==> src/tccs_pkg.sv <==
`timescale 1ns / 1ps
package tccs_pkg;

	// field widths
	localparam int ADDR_W  = 14;
	localparam int CON_W   = 3;
	localparam int CHAR_W  = 8;
	localparam int ATTR_W  = 8;
	localparam int MODE_W  = 2;

	// stream packing
	localparam int IN_DATA_W  = 16;
	localparam int OUT_DATA_W = 64;
	localparam int OUT_USER_W = 2;

	localparam int IN_CON_LSB  = 0;
	localparam int IN_CHAR_LSB = IN_CON_LSB + CON_W;

	localparam int OUT_VADDR_LSB  = 0;
	localparam int OUT_VCHAR_LSB  = OUT_VADDR_LSB + ADDR_W;
	localparam int OUT_VATTR_LSB  = OUT_VCHAR_LSB + CHAR_W;
	localparam int OUT_CURSOR_LSB = OUT_VATTR_LSB + ATTR_W;
	localparam int OUT_START_LSB  = OUT_CURSOR_LSB + ADDR_W;
	localparam int OUT_CON_LSB    = OUT_START_LSB + ADDR_W;
	localparam int OUT_USED_W     = OUT_CON_LSB + CON_W;

	localparam int USER_VWRITE = 0;
	localparam int USER_CRTC   = 1;

	// configuration port
	localparam int PADDR_W = 3;
	localparam int PDATA_W = 32;
	localparam logic ATTR_IDX = 1'b0;   // register index bit paddr[2]
	localparam logic [ATTR_W-1:0] ATTR_RESET = 8'd7;

	// parameter defaults
	localparam int CONSOLES_DEF     = 3;
	localparam int ROW_WIDTH_DEF    = 80;
	localparam int SCREEN_CELLS_DEF = 2000;
	localparam int VMEM_WORDS_DEF   = 16384;

	// character codes
	localparam logic [CHAR_W-1:0] CH_NEWLINE   = 8'h0A;
	localparam logic [CHAR_W-1:0] CH_BACKSPACE = 8'h08;
	localparam logic [CHAR_W-1:0] CH_SPACE     = 8'h20;

	// command queue
	localparam int QUEUE_DEPTH = 2;
	localparam int QPTR_W      = $clog2(QUEUE_DEPTH);
	localparam int QCNT_W      = $clog2(QUEUE_DEPTH + 1);

	typedef enum logic [MODE_W-1:0] {
		MODE_WRITE  = 2'd0,
		MODE_SELECT = 2'd1,
		MODE_UP     = 2'd2,
		MODE_DOWN   = 2'd3
	} mode_t;

	typedef enum logic [2:0] {
		CMD_NOP,
		CMD_NEWLINE,
		CMD_BACKSPACE,
		CMD_PUTC,
		CMD_SELECT,
		CMD_UP,
		CMD_DOWN
	} cmd_kind_t;

	typedef struct packed {
		cmd_kind_t           kind;
		logic [CON_W-1:0]    con;
		logic [CHAR_W-1:0]   ch;
		logic [ADDR_W-1:0]   org;
	} cmd_t;

	typedef struct packed {
		logic valid;
		logic ready;
	} qflow_t;

endpackage

==> src/tccs_front.sv <==
`timescale 1ns / 1ps
module tccs_front #(
	parameter int CONSOLES   = tccs_pkg::CONSOLES_DEF,
	parameter int VMEM_WORDS = tccs_pkg::VMEM_WORDS_DEF
) (
	input  logic                            s_tvalid,
	output logic                            s_tready,
	input  logic [tccs_pkg::IN_DATA_W-1:0]  s_tdata,
	input  logic [tccs_pkg::MODE_W-1:0]     s_tuser,
	output tccs_pkg::qflow_t                push,
	input  logic                            push_ready,
	output tccs_pkg::cmd_t                  cmd
);

	localparam int REGION = VMEM_WORDS / CONSOLES;

	logic [tccs_pkg::CON_W-1:0]  con;
	logic [tccs_pkg::CHAR_W-1:0] ch;
	logic                        con_ok;

	assign con = s_tdata[tccs_pkg::IN_CON_LSB +: tccs_pkg::CON_W];
	assign ch  = s_tdata[tccs_pkg::IN_CHAR_LSB +: tccs_pkg::CHAR_W];
	assign con_ok = {1'b0, con} < (tccs_pkg::CON_W + 1)'(CONSOLES);

	always_comb begin
		cmd.con = con;
		cmd.ch  = ch;
		cmd.org = tccs_pkg::ADDR_W'(con) * tccs_pkg::ADDR_W'(REGION);
		cmd.kind = tccs_pkg::CMD_NOP;
		if (con_ok) begin
			unique case (tccs_pkg::mode_t'(s_tuser))
				tccs_pkg::MODE_WRITE: begin
					if (ch == tccs_pkg::CH_NEWLINE)
						cmd.kind = tccs_pkg::CMD_NEWLINE;
					else if (ch == tccs_pkg::CH_BACKSPACE)
						cmd.kind = tccs_pkg::CMD_BACKSPACE;
					else
						cmd.kind = tccs_pkg::CMD_PUTC;
				end
				tccs_pkg::MODE_SELECT: cmd.kind = tccs_pkg::CMD_SELECT;
				tccs_pkg::MODE_UP:     cmd.kind = tccs_pkg::CMD_UP;
				tccs_pkg::MODE_DOWN:   cmd.kind = tccs_pkg::CMD_DOWN;
				default:               cmd.kind = tccs_pkg::CMD_NOP;
			endcase
		end
	end

	assign s_tready   = push_ready;
	assign push.valid = s_tvalid & push_ready;
	assign push.ready = push_ready;

endmodule

==> src/tccs_queue.sv <==
`timescale 1ns / 1ps
module tccs_queue (
	input  logic             clk,
	input  logic             arst_n,
	input  tccs_pkg::qflow_t push,
	output logic             push_ready,
	input  tccs_pkg::cmd_t   push_cmd,
	output logic             pop_valid,
	input  logic             pop_ready,
	output tccs_pkg::cmd_t   pop_cmd
);

	tccs_pkg::cmd_t                  mem_q [tccs_pkg::QUEUE_DEPTH];
	logic [tccs_pkg::QPTR_W-1:0]     wr_ptr_q;
	logic [tccs_pkg::QPTR_W-1:0]     rd_ptr_q;
	logic [tccs_pkg::QCNT_W-1:0]     cnt_q;
	logic                            do_push;
	logic                            do_pop;

	assign push_ready = cnt_q != tccs_pkg::QCNT_W'(tccs_pkg::QUEUE_DEPTH);
	assign pop_valid  = cnt_q != '0;
	assign pop_cmd    = mem_q[rd_ptr_q];
	assign do_push    = push.valid & push.ready;
	assign do_pop     = pop_valid & pop_ready;

	always_ff @(posedge clk) begin
		if (do_push)
			mem_q[wr_ptr_q] <= push_cmd;
	end

	// depth is a power of two, pointers wrap on their own
	always_ff @(posedge clk or negedge arst_n) begin
		if (!arst_n) begin
			wr_ptr_q <= '0;
			rd_ptr_q <= '0;
			cnt_q    <= '0;
		end else begin
			if (do_push)
				wr_ptr_q <= wr_ptr_q + 1'b1;
			if (do_pop)
				rd_ptr_q <= rd_ptr_q + 1'b1;
			if (do_push && !do_pop)
				cnt_q <= cnt_q + 1'b1;
			else if (do_pop && !do_push)
				cnt_q <= cnt_q - 1'b1;
		end
	end

endmodule

==> src/tccs_back.sv <==
`timescale 1ns / 1ps
module tccs_back #(
	parameter int CONSOLES     = tccs_pkg::CONSOLES_DEF,
	parameter int ROW_WIDTH    = tccs_pkg::ROW_WIDTH_DEF,
	parameter int SCREEN_CELLS = tccs_pkg::SCREEN_CELLS_DEF,
	parameter int VMEM_WORDS   = tccs_pkg::VMEM_WORDS_DEF
) (
	input  logic                             clk,
	input  logic                             arst_n,
	input  logic                             q_valid,
	output logic                             q_ready,
	input  tccs_pkg::cmd_t                   q_cmd,
	input  logic [tccs_pkg::ATTR_W-1:0]      attr,
	output logic                             m_tvalid,
	input  logic                             m_tready,
	output logic [tccs_pkg::OUT_DATA_W-1:0]  m_tdata,
	output logic [tccs_pkg::OUT_USER_W-1:0]  m_tuser
);

	localparam int REGION   = VMEM_WORDS / CONSOLES;
	localparam int ROWW     = $clog2(REGION / ROW_WIDTH + 3);
	localparam int COLW     = $clog2(ROW_WIDTH);
	localparam int CIW      = (CONSOLES > 1) ? $clog2(CONSOLES) : 1;
	localparam int SC_ROWS  = SCREEN_CELLS / ROW_WIDTH;
	localparam int SC_R     = SCREEN_CELLS % ROW_WIDTH;
	localparam int QW       = $clog2(SC_ROWS + 1);
	localparam int CW       = ((ROWW > QW) ? ROWW : QW) + 1;
	localparam int LAST_REL = REGION - 2;
	localparam int LQ       = LAST_REL / ROW_WIDTH;
	localparam int LR       = LAST_REL % ROW_WIDTH;
	localparam bit NL_EN    = REGION > ROW_WIDTH;
	localparam int NL_REL   = NL_EN ? (REGION - ROW_WIDTH - 1) : 0;
	localparam int NQ       = NL_REL / ROW_WIDTH;
	localparam int NR       = NL_REL % ROW_WIDTH;
	localparam int SPAN     = REGION - SCREEN_CELLS;
	localparam int SDQ      = (SPAN > 0) ? ((SPAN + ROW_WIDTH - 1) / ROW_WIDTH) : 0;
	localparam int AW1      = tccs_pkg::ADDR_W + 1;

	// per-console position as (row, column) relative to the region origin
	logic [COLW-1:0] col_q  [CONSOLES];
	logic [ROWW-1:0] crow_q [CONSOLES];
	logic [ROWW-1:0] srow_q [CONSOLES];
	logic [tccs_pkg::CON_W-1:0] sel_q;

	logic [CIW-1:0]  idx;
	logic [COLW-1:0] col, nc, wcol;
	logic [ROWW-1:0] crow, srow, nr, ns, wrow;
	logic [CW-1:0]   fit_lhs, fit_rhs;
	logic            wr, upd, writes_cur, putc_ok, nl_ok;
	logic [tccs_pkg::CHAR_W-1:0] wch;
	logic [tccs_pkg::CON_W-1:0]  sel_d;
	logic            pop, s2_ready, s1_ready;

	// stage 1: position result in rows
	logic                         valid_s1, wr_s1, upd_s1;
	logic [tccs_pkg::ADDR_W-1:0]  org_s1;
	logic [ROWW-1:0]              wrow_s1, crow_s1, srow_s1;
	logic [COLW-1:0]              wcol_s1, ccol_s1;
	logic [tccs_pkg::CHAR_W-1:0]  ch_s1;
	logic [tccs_pkg::ATTR_W-1:0]  attr_s1;
	logic [tccs_pkg::CON_W-1:0]   sel_s1;

	// stage 2: output register
	logic                              valid_s2;
	logic [tccs_pkg::OUT_DATA_W-1:0]   data_s2;
	logic [tccs_pkg::OUT_USER_W-1:0]   user_s2;
	logic [tccs_pkg::OUT_DATA_W-1:0]   data_d;
	logic [tccs_pkg::OUT_USER_W-1:0]   user_d;

	logic [AW1-1:0] vaddr_w, cur_w, start_w;

	assign idx = q_cmd.con[CIW-1:0];

	always_comb begin
		col  = col_q[idx];
		crow = crow_q[idx];
		srow = srow_q[idx];
		nc   = col;
		nr   = crow;
		ns   = srow;
		wr   = 1'b0;
		wrow = crow;
		wcol = col;
		wch  = q_cmd.ch;
		sel_d = sel_q;
		writes_cur = 1'b0;
		putc_ok = (crow < ROWW'(LQ)) || (crow == ROWW'(LQ) && col <= COLW'(LR));
		nl_ok   = NL_EN && ((crow < ROWW'(NQ)) || (crow == ROWW'(NQ) && col <= COLW'(NR)));
		unique case (q_cmd.kind)
			tccs_pkg::CMD_NEWLINE: begin
				writes_cur = 1'b1;
				if (nl_ok) begin
					nr = crow + 1'b1;
					nc = '0;
				end
			end
			tccs_pkg::CMD_BACKSPACE: begin
				writes_cur = 1'b1;
				if (crow != '0 || col != '0) begin
					if (col == '0) begin
						nr = crow - 1'b1;
						nc = COLW'(ROW_WIDTH - 1);
					end else begin
						nc = col - 1'b1;
					end
					wr   = 1'b1;
					wrow = nr;
					wcol = nc;
					wch  = tccs_pkg::CH_SPACE;
				end
			end
			tccs_pkg::CMD_PUTC: begin
				writes_cur = 1'b1;
				if (putc_ok) begin
					wr = 1'b1;
					if (col == COLW'(ROW_WIDTH - 1)) begin
						nr = crow + 1'b1;
						nc = '0;
					end else begin
						nc = col + 1'b1;
					end
				end
			end
			tccs_pkg::CMD_SELECT: sel_d = q_cmd.con;
			tccs_pkg::CMD_UP: begin
				if (srow != '0)
					ns = srow - 1'b1;
			end
			tccs_pkg::CMD_DOWN: begin
				if (srow < ROWW'(SDQ))
					ns = srow + 1'b1;
			end
			tccs_pkg::CMD_NOP: ;
			default: ;
		endcase
		// view must end past the new cursor: lowest start row is
		// nr - SC_ROWS + (nc >= SC_R), taken only if it moves the view down
		fit_lhs = CW'(nr) + CW'(nc >= COLW'(SC_R));
		fit_rhs = CW'(srow) + CW'(SC_ROWS);
		if (writes_cur && fit_lhs > fit_rhs)
			ns = ROWW'(fit_lhs - CW'(SC_ROWS));
	end

	assign upd      = q_cmd.kind != tccs_pkg::CMD_NOP;
	assign s2_ready = !valid_s2 || m_tready;
	assign s1_ready = !valid_s1 || s2_ready;
	assign q_ready  = s1_ready;
	assign pop      = q_valid && s1_ready;

	always_ff @(posedge clk or negedge arst_n) begin
		if (!arst_n) begin
			for (int i = 0; i < CONSOLES; i++) begin
				col_q[i]  <= '0;
				crow_q[i] <= '0;
				srow_q[i] <= '0;
			end
			sel_q <= '0;
		end else if (pop) begin
			if (upd) begin
				col_q[idx]  <= nc;
				crow_q[idx] <= nr;
				srow_q[idx] <= ns;
			end
			sel_q <= sel_d;
		end
	end

	always_ff @(posedge clk or negedge arst_n) begin
		if (!arst_n)
			valid_s1 <= 1'b0;
		else if (s1_ready)
			valid_s1 <= q_valid;
	end

	always_ff @(posedge clk) begin
		if (pop) begin
			wr_s1   <= wr;
			upd_s1  <= upd;
			org_s1  <= q_cmd.org;
			wrow_s1 <= wrow;
			wcol_s1 <= wcol;
			crow_s1 <= nr;
			ccol_s1 <= nc;
			srow_s1 <= ns;
			ch_s1   <= wch;
			attr_s1 <= attr;
			sel_s1  <= sel_d;
		end
	end

	assign vaddr_w = AW1'(org_s1) + AW1'(ROW_WIDTH) * AW1'(wrow_s1) + AW1'(wcol_s1);
	assign cur_w   = AW1'(org_s1) + AW1'(ROW_WIDTH) * AW1'(crow_s1) + AW1'(ccol_s1);
	assign start_w = AW1'(org_s1) + AW1'(ROW_WIDTH) * AW1'(srow_s1);

	always_comb begin
		data_d = '0;
		data_d[tccs_pkg::OUT_CON_LSB +: tccs_pkg::CON_W] = sel_s1;
		if (wr_s1) begin
			data_d[tccs_pkg::OUT_VADDR_LSB +: tccs_pkg::ADDR_W] =
				vaddr_w[tccs_pkg::ADDR_W-1:0];
			data_d[tccs_pkg::OUT_VCHAR_LSB +: tccs_pkg::CHAR_W] = ch_s1;
			data_d[tccs_pkg::OUT_VATTR_LSB +: tccs_pkg::ATTR_W] = attr_s1;
		end
		if (upd_s1) begin
			data_d[tccs_pkg::OUT_CURSOR_LSB +: tccs_pkg::ADDR_W] =
				cur_w[tccs_pkg::ADDR_W-1:0];
			data_d[tccs_pkg::OUT_START_LSB +: tccs_pkg::ADDR_W] =
				start_w[tccs_pkg::ADDR_W-1:0];
		end
		user_d = '0;
		user_d[tccs_pkg::USER_VWRITE] = wr_s1;
		user_d[tccs_pkg::USER_CRTC]   = upd_s1;
	end

	always_ff @(posedge clk or negedge arst_n) begin
		if (!arst_n)
			valid_s2 <= 1'b0;
		else if (s2_ready)
			valid_s2 <= valid_s1;
	end

	always_ff @(posedge clk) begin
		if (valid_s1 && s2_ready) begin
			data_s2 <= data_d;
			user_s2 <= user_d;
		end
	end

	assign m_tvalid = valid_s2;
	assign m_tdata  = data_s2;
	assign m_tuser  = user_s2;

endmodule

==> src/text_console_cursor_scroll.sv <==
`timescale 1ns / 1ps
// Cursor and scroll controller for CONSOLES text consoles sharing one video memory,
// each console owning VMEM_WORDS/CONSOLES words. Takes one command per clock unless
// m_tready stalls the output, and returns one result per command in order, via the
// command queue, the stage-1 register and the stage-2 output register. The two-entry
// queue sits between the decode front and the execution back, so the slave side
// keeps taking commands while a result waits on m_tready, until the queue fills.
// Per console the cursor is a row/column pair and the view a start row, updated by
// a read-modify-write per command that sets the rate; the next stage forms word
// addresses from them. The character attribute is written at APB bytes 0 to 3.
module text_console_cursor_scroll #(
	parameter int CONSOLES     = tccs_pkg::CONSOLES_DEF,
	parameter int ROW_WIDTH    = tccs_pkg::ROW_WIDTH_DEF,
	parameter int SCREEN_CELLS = tccs_pkg::SCREEN_CELLS_DEF,
	parameter int VMEM_WORDS   = tccs_pkg::VMEM_WORDS_DEF
) (
	input  logic                             clk,
	input  logic                             arst_n,
	input  logic                             psel,
	input  logic                             penable,
	input  logic                             pwrite,
	input  logic [tccs_pkg::PADDR_W-1:0]     paddr,
	input  logic [tccs_pkg::PDATA_W-1:0]     pwdata,
	output logic [tccs_pkg::PDATA_W-1:0]     prdata,
	output logic                             pready,
	input  logic                             s_tvalid,
	output logic                             s_tready,
	// [2:0] console_index, [10:3] character
	input  logic [tccs_pkg::IN_DATA_W-1:0]   s_tdata,
	// [1:0] mode
	input  logic [tccs_pkg::MODE_W-1:0]      s_tuser,
	output logic                             m_tvalid,
	input  logic                             m_tready,
	// [13:0] vmem_address, [21:14] vmem_char, [29:22] vmem_attr,
	// [43:30] crtc_cursor, [57:44] crtc_start, [60:58] current_console
	output logic [tccs_pkg::OUT_DATA_W-1:0]  m_tdata,
	// [0] vmem_write, [1] crtc_update
	output logic [tccs_pkg::OUT_USER_W-1:0]  m_tuser
);

	logic [tccs_pkg::ATTR_W-1:0] attr_q;
	tccs_pkg::qflow_t            push;
	tccs_pkg::cmd_t              push_cmd;
	tccs_pkg::cmd_t              pop_cmd;
	logic                        push_ready;
	logic                        pop_valid;
	logic                        pop_ready;
	logic                        attr_sel;

	assign pready   = 1'b1;
	assign attr_sel = paddr[2] == tccs_pkg::ATTR_IDX;
	assign prdata   = attr_sel ? tccs_pkg::PDATA_W'(attr_q) : '0;

	always_ff @(posedge clk or negedge arst_n) begin
		if (!arst_n)
			attr_q <= tccs_pkg::ATTR_RESET;
		else if (psel && penable && pwrite && pready && attr_sel)
			attr_q <= pwdata[tccs_pkg::ATTR_W-1:0];
	end

	tccs_front #(
		.CONSOLES   (CONSOLES),
		.VMEM_WORDS (VMEM_WORDS)
	) u_front (
		.s_tvalid   (s_tvalid),
		.s_tready   (s_tready),
		.s_tdata    (s_tdata),
		.s_tuser    (s_tuser),
		.push       (push),
		.push_ready (push_ready),
		.cmd        (push_cmd)
	);

	tccs_queue u_queue (
		.clk        (clk),
		.arst_n     (arst_n),
		.push       (push),
		.push_ready (push_ready),
		.push_cmd   (push_cmd),
		.pop_valid  (pop_valid),
		.pop_ready  (pop_ready),
		.pop_cmd    (pop_cmd)
	);

	tccs_back #(
		.CONSOLES     (CONSOLES),
		.ROW_WIDTH    (ROW_WIDTH),
		.SCREEN_CELLS (SCREEN_CELLS),
		.VMEM_WORDS   (VMEM_WORDS)
	) u_back (
		.clk      (clk),
		.arst_n   (arst_n),
		.q_valid  (pop_valid),
		.q_ready  (pop_ready),
		.q_cmd    (pop_cmd),
		.attr     (attr_q),
		.m_tvalid (m_tvalid),
		.m_tready (m_tready),
		.m_tdata  (m_tdata),
		.m_tuser  (m_tuser)
	);

endmodule

==> config.mk <==
export PLATFORM = sky130hd
export DESIGN_NAME = text_console_cursor_scroll
export DESIGN_NICKNAME = d
export VERILOG_FILES = /design/src/tccs_pkg.sv /design/src/tccs_front.sv /design/src/tccs_queue.sv /design/src/tccs_back.sv /design/src/text_console_cursor_scroll.sv
export SDC_FILE = /design/constraint.sdc
export NUM_CORES = 1
export LEC_CHECK = 0
export CAP_MARGIN = 20
export CELL_PAD_IN_SITES_DETAIL_PLACEMENT = 1
export CELL_PAD_IN_SITES_GLOBAL_PLACEMENT = 1
export CORE_ASPECT_RATIO = 0.9
export CORE_MARGIN = 10
export CORE_UTILIZATION = 55
export CTS_BUF_LIST = sky130_fd_sc_hd__clkbuf_4 sky130_fd_sc_hd__clkbuf_8
export DETAILED_ROUTE_END_ITERATION = 7
export DONT_BUFFER_PORTS = 1
export GPL_ROUTABILITY_DRIVEN = 0
export PLACE_DENSITY = 0.89
export SLEW_MARGIN = 20
export SYNTH_ARGS = -nofsm -noshare
export SYNTH_HDL_FRONTEND = slang
export SYNTH_HIERARCHICAL = 1
export SYNTH_SLANG_ARGS = --single-unit
==> constraint.sdc <==
create_clock -name clk -period 13.5 [get_ports clk]
set_input_delay 2.025 -clock clk [delete_from_list [all_inputs] [get_ports clk]]
set_output_delay 2.025 -clock clk [all_outputs]
set_load 0.1 [all_outputs]
== After elaboration in Yosys (flattened, before gate mapping) ==
Memory sizes are Yosys's and may differ from the RTL's.
Index checks and enable logic that the tools add are counted.

* Input port bits: 60
* Memory bits (writable): 56
* Memories kept: 1
* Output and inout bits: 101
* Register bits: 213

{| class="wikitable"
|+ Memories
! name !! words !! width !! read ports !! clocked after Yosys merged registers in !! wr ports !! RTL line !! source
|-
| u_queue.mem_q || 2 || 28 || 1 || 0 || 1 || tccs_queue.sv:13 || <nowiki>tccs_pkg::cmd_t mem_q [tccs_pkg::QUEUE_DEPTH];</nowiki>
|}

* Add/sub/neg operators: 18
* Reductions and logical operators: 30
* Bitwise operators: 5
* Magnitude comparators: 10
* Equality and inequality tests: 15
* Multiplexer cells: 48
* $mul: 4

{| class="wikitable"
|+ Operators by type and width
! kind !! number
|-
| $mux W7 || 22
|-
| $bwmux W21 || 3
|-
| $add A14 B14 Y14 || 3
|-
| $bmux W7 S2 || 3
|-
| $pmux W7 S3 || 2
|-
| $mul A3 B7 Y10 const A || 3
|-
| $add A14 B7 Y14 || 2
|-
| $mux W8 || 3
|-
| $add A7 B1 Y7 const B || 3
|-
| $eq A7 B7 Y1 const B || 3
|-
| $reduce_bool A7 Y1 || 3
|-
| $sub A7 B1 Y7 const B || 3
|-
| $eq A8 B4 Y1 const B || 2
|-
| $demux W7 S2 || 1
|-
| $le A7 B5 Y1 const B || 2
|-
| $lt A7 B7 Y1 const B || 2
|-
| $mul A3 B13 Y14 const B || 1
|-
| $pmux W7 S2 || 1
|-
| $pmux W3 S4 || 1
|-
| $logic_and A1 B1 Y1 || 11
|-
| $eq A3 B3 Y1 const B || 3
|-
| $mux W3 || 3
|-
| $add A7 B1 Y8 || 1
|-
| $add A7 B5 Y8 const B || 1
|-
| other kinds (29) || 48
|}

== Depth between registers and ports, before layout ==
An unclocked memory read counts as a cell.

* Depth in word-level cells: 16
* Mapped depth: 32
* Depth with buffers taken out: 27

== Cells and area by module ==
Netlist, hierarchy kept.

{| class="wikitable"
|+ Modules (own cells, without submodules)
! module !! area an instance (µm²) !! instances !! cells an instance !! sequential area each (µm²)
|-
| tccs_back || 12,505.7 || 1 || 1,166 || 5,695.5
|-
| tccs_queue || 2,262.2 || 1 || 105 || 1,781.7
|-
| text_console_cursor_scroll || 583.1 || 1 || 52 || 203.9
|-
| tccs_front || 309.0 || 1 || 39 || 0.0
|}

== Worst setup path before layout ==
Ideal clock, no wire load.

* Kind: register to register
* From: register u_queue.rd_ptr_q
* To: register u_back.srow_s1[6] (data pin)
* Setup slack: 7.446 ns
* Path buffers: 6
* Setup time: 0.264 ns
* Arrival time: 5.790 ns
* Required time: 13.236 ns
* Cell stages (with the launch flop): 31
* Period minus slack after synthesis: 6.054 ns
* Cells stage by stage: dfrtp_1 -> buf_6 -> buf_8 -> mux2_4 -> buf_6 -> nor2b_4 -> buf_6 -> buf_2 -> a2bb2oi_1 -> inv_1 -> ha_1 -> nand3_1 -> o211a_1 -> nor2_2 -> o211ai_1 -> a221oi_4 -> inv_1 -> ha_1 -> o31ai_2 -> nor2_1 -> xor2_1 -> ha_1 -> nand3_1 -> or2_2 -> o21a_1 -> nand3b_1 -> mux2i_1 -> or2_1 -> buf_2 -> a211oi_2 -> nor2_1

{| class="wikitable"
|+ RTL lines
! what !! RTL line !! source
|-
| start: declaration || tccs_queue.sv:15 || <nowiki>logic [tccs_pkg::QPTR_W-1:0] rd_ptr_q;</nowiki>
|-
| start signal: assignment || tccs_queue.sv:41 || <nowiki>rd_ptr_q <= rd_ptr_q + 1'b1;</nowiki>
|-
| end signal: assignment || tccs_back.sv:184 || <nowiki>srow_s1 <= ns;</nowiki>
|-
| end: declaration || tccs_back.sv:57 || <nowiki>logic [ROWW-1:0] wrow_s1, crow_s1, srow_s1;</nowiki>
|}

==> reports/qor.txt <==
Area leader, netlist -> edfxtp_1
Fraction of registers with async set or reset after synthesis -> 29.74%
Multiplexer area fraction after synthesis -> 4.778%
Max Freq -> 125.8 MHz
Critical-path maximum fanout -> 35
Fillers -> 2,843
M3 GR Usage -> 4.220%
Arr. time, crit path -> 8250 ps
Post-Syn Area -> 15,660 um^2
Worst-Margin Slew -> 1237 ps
Starting Density -> 55.90%
Area growth syn-to-layout -> 6.967%
Initial antenna violation count -> 0
Synth Area in Adders -> 9.923%
Synth Area in XOR/XNOR -> 4.698%
Distinct cells, synth -> 93
DRC -> 0
Post-CTS Setup Bufs -> 0
CTS Hold Bufs -> 0
Yosys top cell area share -> 36.24%
CTS sink count -> 269
Worst r2r src -> u_queue/rd_ptr_q
FF-to-FF End -> u_back/srow_s1[6]
Layout cells sized above 1 -> 14.57%
Grt ovf -> 0
WHS Endpoint -> u_back/m_tdata[60]
Buffers on Ports -> 0
Number of flops mapped to enable cells by yosys -> 189
Slew HR -> 16.79%
CTS root buffer -> clkbuf_8
R2r worst-path depth -> 25
Final-report max-slew violation count -> 0
Chip Width -> 197.9 um
Clk_skew -> 49.82 ps
Average wire per standard cell -> 27.60 um
Max Buffers Root-to-Sink -> 3
First-pass GRT wire length -> 73.35 mm
IO Pins -> 161
Starting DRT DRC Count -> 1,178
Total GRT Usage -> 26.54%
Drt first pass iters -> 7
Post-DP HPWL -> 32.22 mm
Max cap viols -> 0
Sequential share of the synthesized area -> 49.05%
Vias/cell -> 6.417
Setup violators final -> 0
CTS clk-pin slew, worst paths -> 70 ps
Delay-heaviest family, CP -> simple AND/OR/NAND/NOR gates
Post-route cell area -> 16,750 um^2
Final min period -> 7949 ps
Height of the die -> 180.1 um
Grt met1 use -> 31.89%
Startpoint Class -> flip-flop
Synth Register Bits -> 269
Area of the core -> 28,010 um^2
Placed cell area -> 15,680 um^2
Post-Synth Simple-Gate Area -> 13.20%
Nets@finish -> 1,526
Clock Latency Late Sink -> 590 ps
WL final -> 48.22 mm
Slowest cell on the critical path -> mux2_4
Critical path class -> flip-flop to flip-flop
CTS Buf Count -> 45
Max incr delay on CP -> 610 ps
Fin crit share -> 58.88%
Synth area leaders -> edfxtp_1 (36%), dfrtp_1 (12%), ha_1 (8.4%), xnor2_1 (3.6%), nand2_1 (3.5%)
Routed Antenna Nets -> 0
RSZ-0062 raised after global routing -> false
Hold Startpoint -> u_back/sel_s1[2]
R2R setup slack -> 5550 ps
Synth Area in Compound Gates -> 12.65%
Syn_area_per_cell -> 11.50 um^2
Final Hold Fails -> 0
Largest family of logic cells by synthesized area -> simple AND/OR/NAND/NOR gates
Hold Path Depth -> 0
WP data required -> 13,800 ps
Most used routing layer -> met2
H-tree Lvls -> 2
CTS tree -> yes
TNS Setup -> 0 ps
Vias in the first global route -> 12,037
DIE AREA -> 35,630 um^2
Status -> complete, no violations
Synth Flop Type -> edfxtp_1
Met2 GRT Util -> 46.30%
Gate Count Post-Synth -> 1,362
Largest net degree at the start of global routing -> 81
Worst min path class -> flip-flop to flip-flop
Via count -> 11,210
Buf+Inv Stages, Crit Path -> 3
CP endpoint kind -> flip-flop
Row count -> 58
Synth Warn # -> 6
Post-CTS resize count -> 0
[cell type report]
type	instances	area, um^2	area share, %
sequential	269	7681	45.85
multi-input combinational	952	7214	43.07
clock buffer	73	898.4	5.363
tap	360	450.4	2.689
inverter	73	274.0	1.636
clock inverter	11	170.2	1.016
timing repair buffer	8	60.06	0.3585
antenna	1	2.502	0.01494
[Yosys cell counts, types with 5 or more instances]
| master | instances |
|---|---|
| buf_6 | 6 |
| mux2_2 | 29 |
| nand3_1 | 20 |
| or3_1 | 5 |
| nand2b_1 | 8 |
| nor3_1 | 16 |
| clkbuf_1 | 27 |
| o2bb2ai_1 | 6 |
| and2b_2 | 8 |
| mux2i_1 | 23 |
| nor2b_1 | 8 |
| o21bai_1 | 22 |
| dfrtp_1 | 77 |
| and2_1 | 73 |
| mux2_4 | 10 |
| a211oi_1 | 7 |
| a2bb2oi_1 | 5 |
| and3_1 | 5 |
| xnor2_1 | 64 |
| o21ai_1 | 5 |
| or2_2 | 9 |
| a21o_1 | 10 |
| a2bb2oi_2 | 10 |
| nor4_1 | 5 |
| edfxtp_1 | 189 |
| a21oi_1 | 65 |
| nand2_1 | 146 |
| nor2_1 | 59 |
| nand4_1 | 8 |
| buf_4 | 52 |
| nand3b_1 | 5 |
| o21ai_0 | 38 |
| buf_2 | 6 |
| o31ai_1 | 13 |
| a31oi_1 | 22 |
| o211ai_1 | 5 |
| xor2_1 | 20 |
| fa_1 | 12 |
| ha_1 | 105 |
| inv_1 | 72 |
[worst max-delay path by stage]
stage,start,endpoint,slack [ps],cells after the start
final,u_queue/rd_ptr_q,u_back/srow_s1[6],5550,25
after global routing,u_queue/rd_ptr_q,u_back/srow_s1[6],5100,26
after detailed placement,u_queue/rd_ptr_q,u_back/srow_s1[6],5810,25
after CTS,u_queue/rd_ptr_q,u_back/srow_s1[6],5700,25
after global placement,u_queue/rd_ptr_q,u_back/srow_s1[6],6020,25
after floorplan,u_queue/rd_ptr_q,u_back/srow_s1[6],7450,30
[cells by family after synthesis]
logic type / Yosys count
muxes: 65
AOI/OAI and AO/OA: 259
and+or+nand+nor: 399
other: 3
buffers and inverters: 166
DFF: 269
adders and majority gates: 117
xor gates and xnor gates: 84
[per-stage QoR]
stage / util (%) / std cells / setup WS [ps] / hold WS (ps)
finish: 59.80 / 1747 / 5551 / 426.3
global route: 59.79 / 1746 / 5101 / 429.4
CTS: 59.78 / 1746 / 5698 / 411.8
detailed placement: 55.97 / 1662 / 5807 / 416.0
global placement: 55.96 / 1662 / 6020 / 404.1
floorplan: - / 1387 / 7446 / 400.3
[worst register-to-register path, cell delays in order (launching register included)]
cell and delay, ps:
dfrtp_1 430, mux2_4 610, nor2b_4 330, buf_4 480, a2bb2oi_1 370, inv_1 230
ha_1 340, nand3_1 180, o211a_1 270, nor2_2 370, o211ai_1 240, a221oi_4 540
inv_1 280, ha_1 340, o31ai_2 170, nor2_1 120, xor2_1 170, ha_1 320
nand3_1 170, or2_2 350, o21a_1 190, nand3_1 80, mux2i_1 110, or2_1 410
a211oi_2 400, nor2_1 180
[state kept, by name, indices dropped and copies added (netlist names), 2 cells and up]
register,count
u_back/crow_q,21
u_queue/mem_q,56
u_back/ccol_s1,7
u_back/m_tdata,61
attr_q,8
u_back/srow_q,21
u_back/attr_s1,8
u_back/sel_q,3
u_back/m_tuser,2
u_back/wcol_s1,7
u_back/srow_s1,7
u_back/crow_s1,7
u_back/col_q,21
u_back/sel_s1,3
u_back/wrow_s1,7
u_back/org_s1,14
u_queue/cnt_q,2
u_back/ch_s1,8
[layer usage]
| metal | vias to the layer above | part of all wire, % |
|---|---|---|
| met2 | 616 | 51 |
| met4 | 0 | 4.2 |
| li1 | 4790 | - |
| met3 | 154 | 7.0 |
| met1 | 5650 | 38 |
| met5 | - | 0 |
[layout by cell type, fill, tap and decap left out, types with 12 or more instances in the layout]
| master | instances |
|---|---|
| nand2_1 | 145 |
| and2_1 | 72 |
| clkbuf_8 | 56 |
| dfrtp_1 | 77 |
| conb_1 | 28 |
| a31oi_1 | 22 |
| nand3_1 | 20 |
| xor2_1 | 20 |
| a21oi_1 | 65 |
| o21bai_1 | 22 |
| ha_1 | 105 |
| inv_1 | 71 |
| nor3_1 | 16 |
| nor2_1 | 58 |
| clkbuf_4 | 17 |
| o31ai_1 | 13 |
| xnor2_1 | 64 |
| edfxtp_1 | 189 |
| fa_1 | 12 |
| mux2i_1 | 23 |
| mux2_2 | 29 |
| o21ai_0 | 38 |
Power is not shown: default switching activity piles up to over one toggle a cycle in this logic, so the estimate is an artifact.
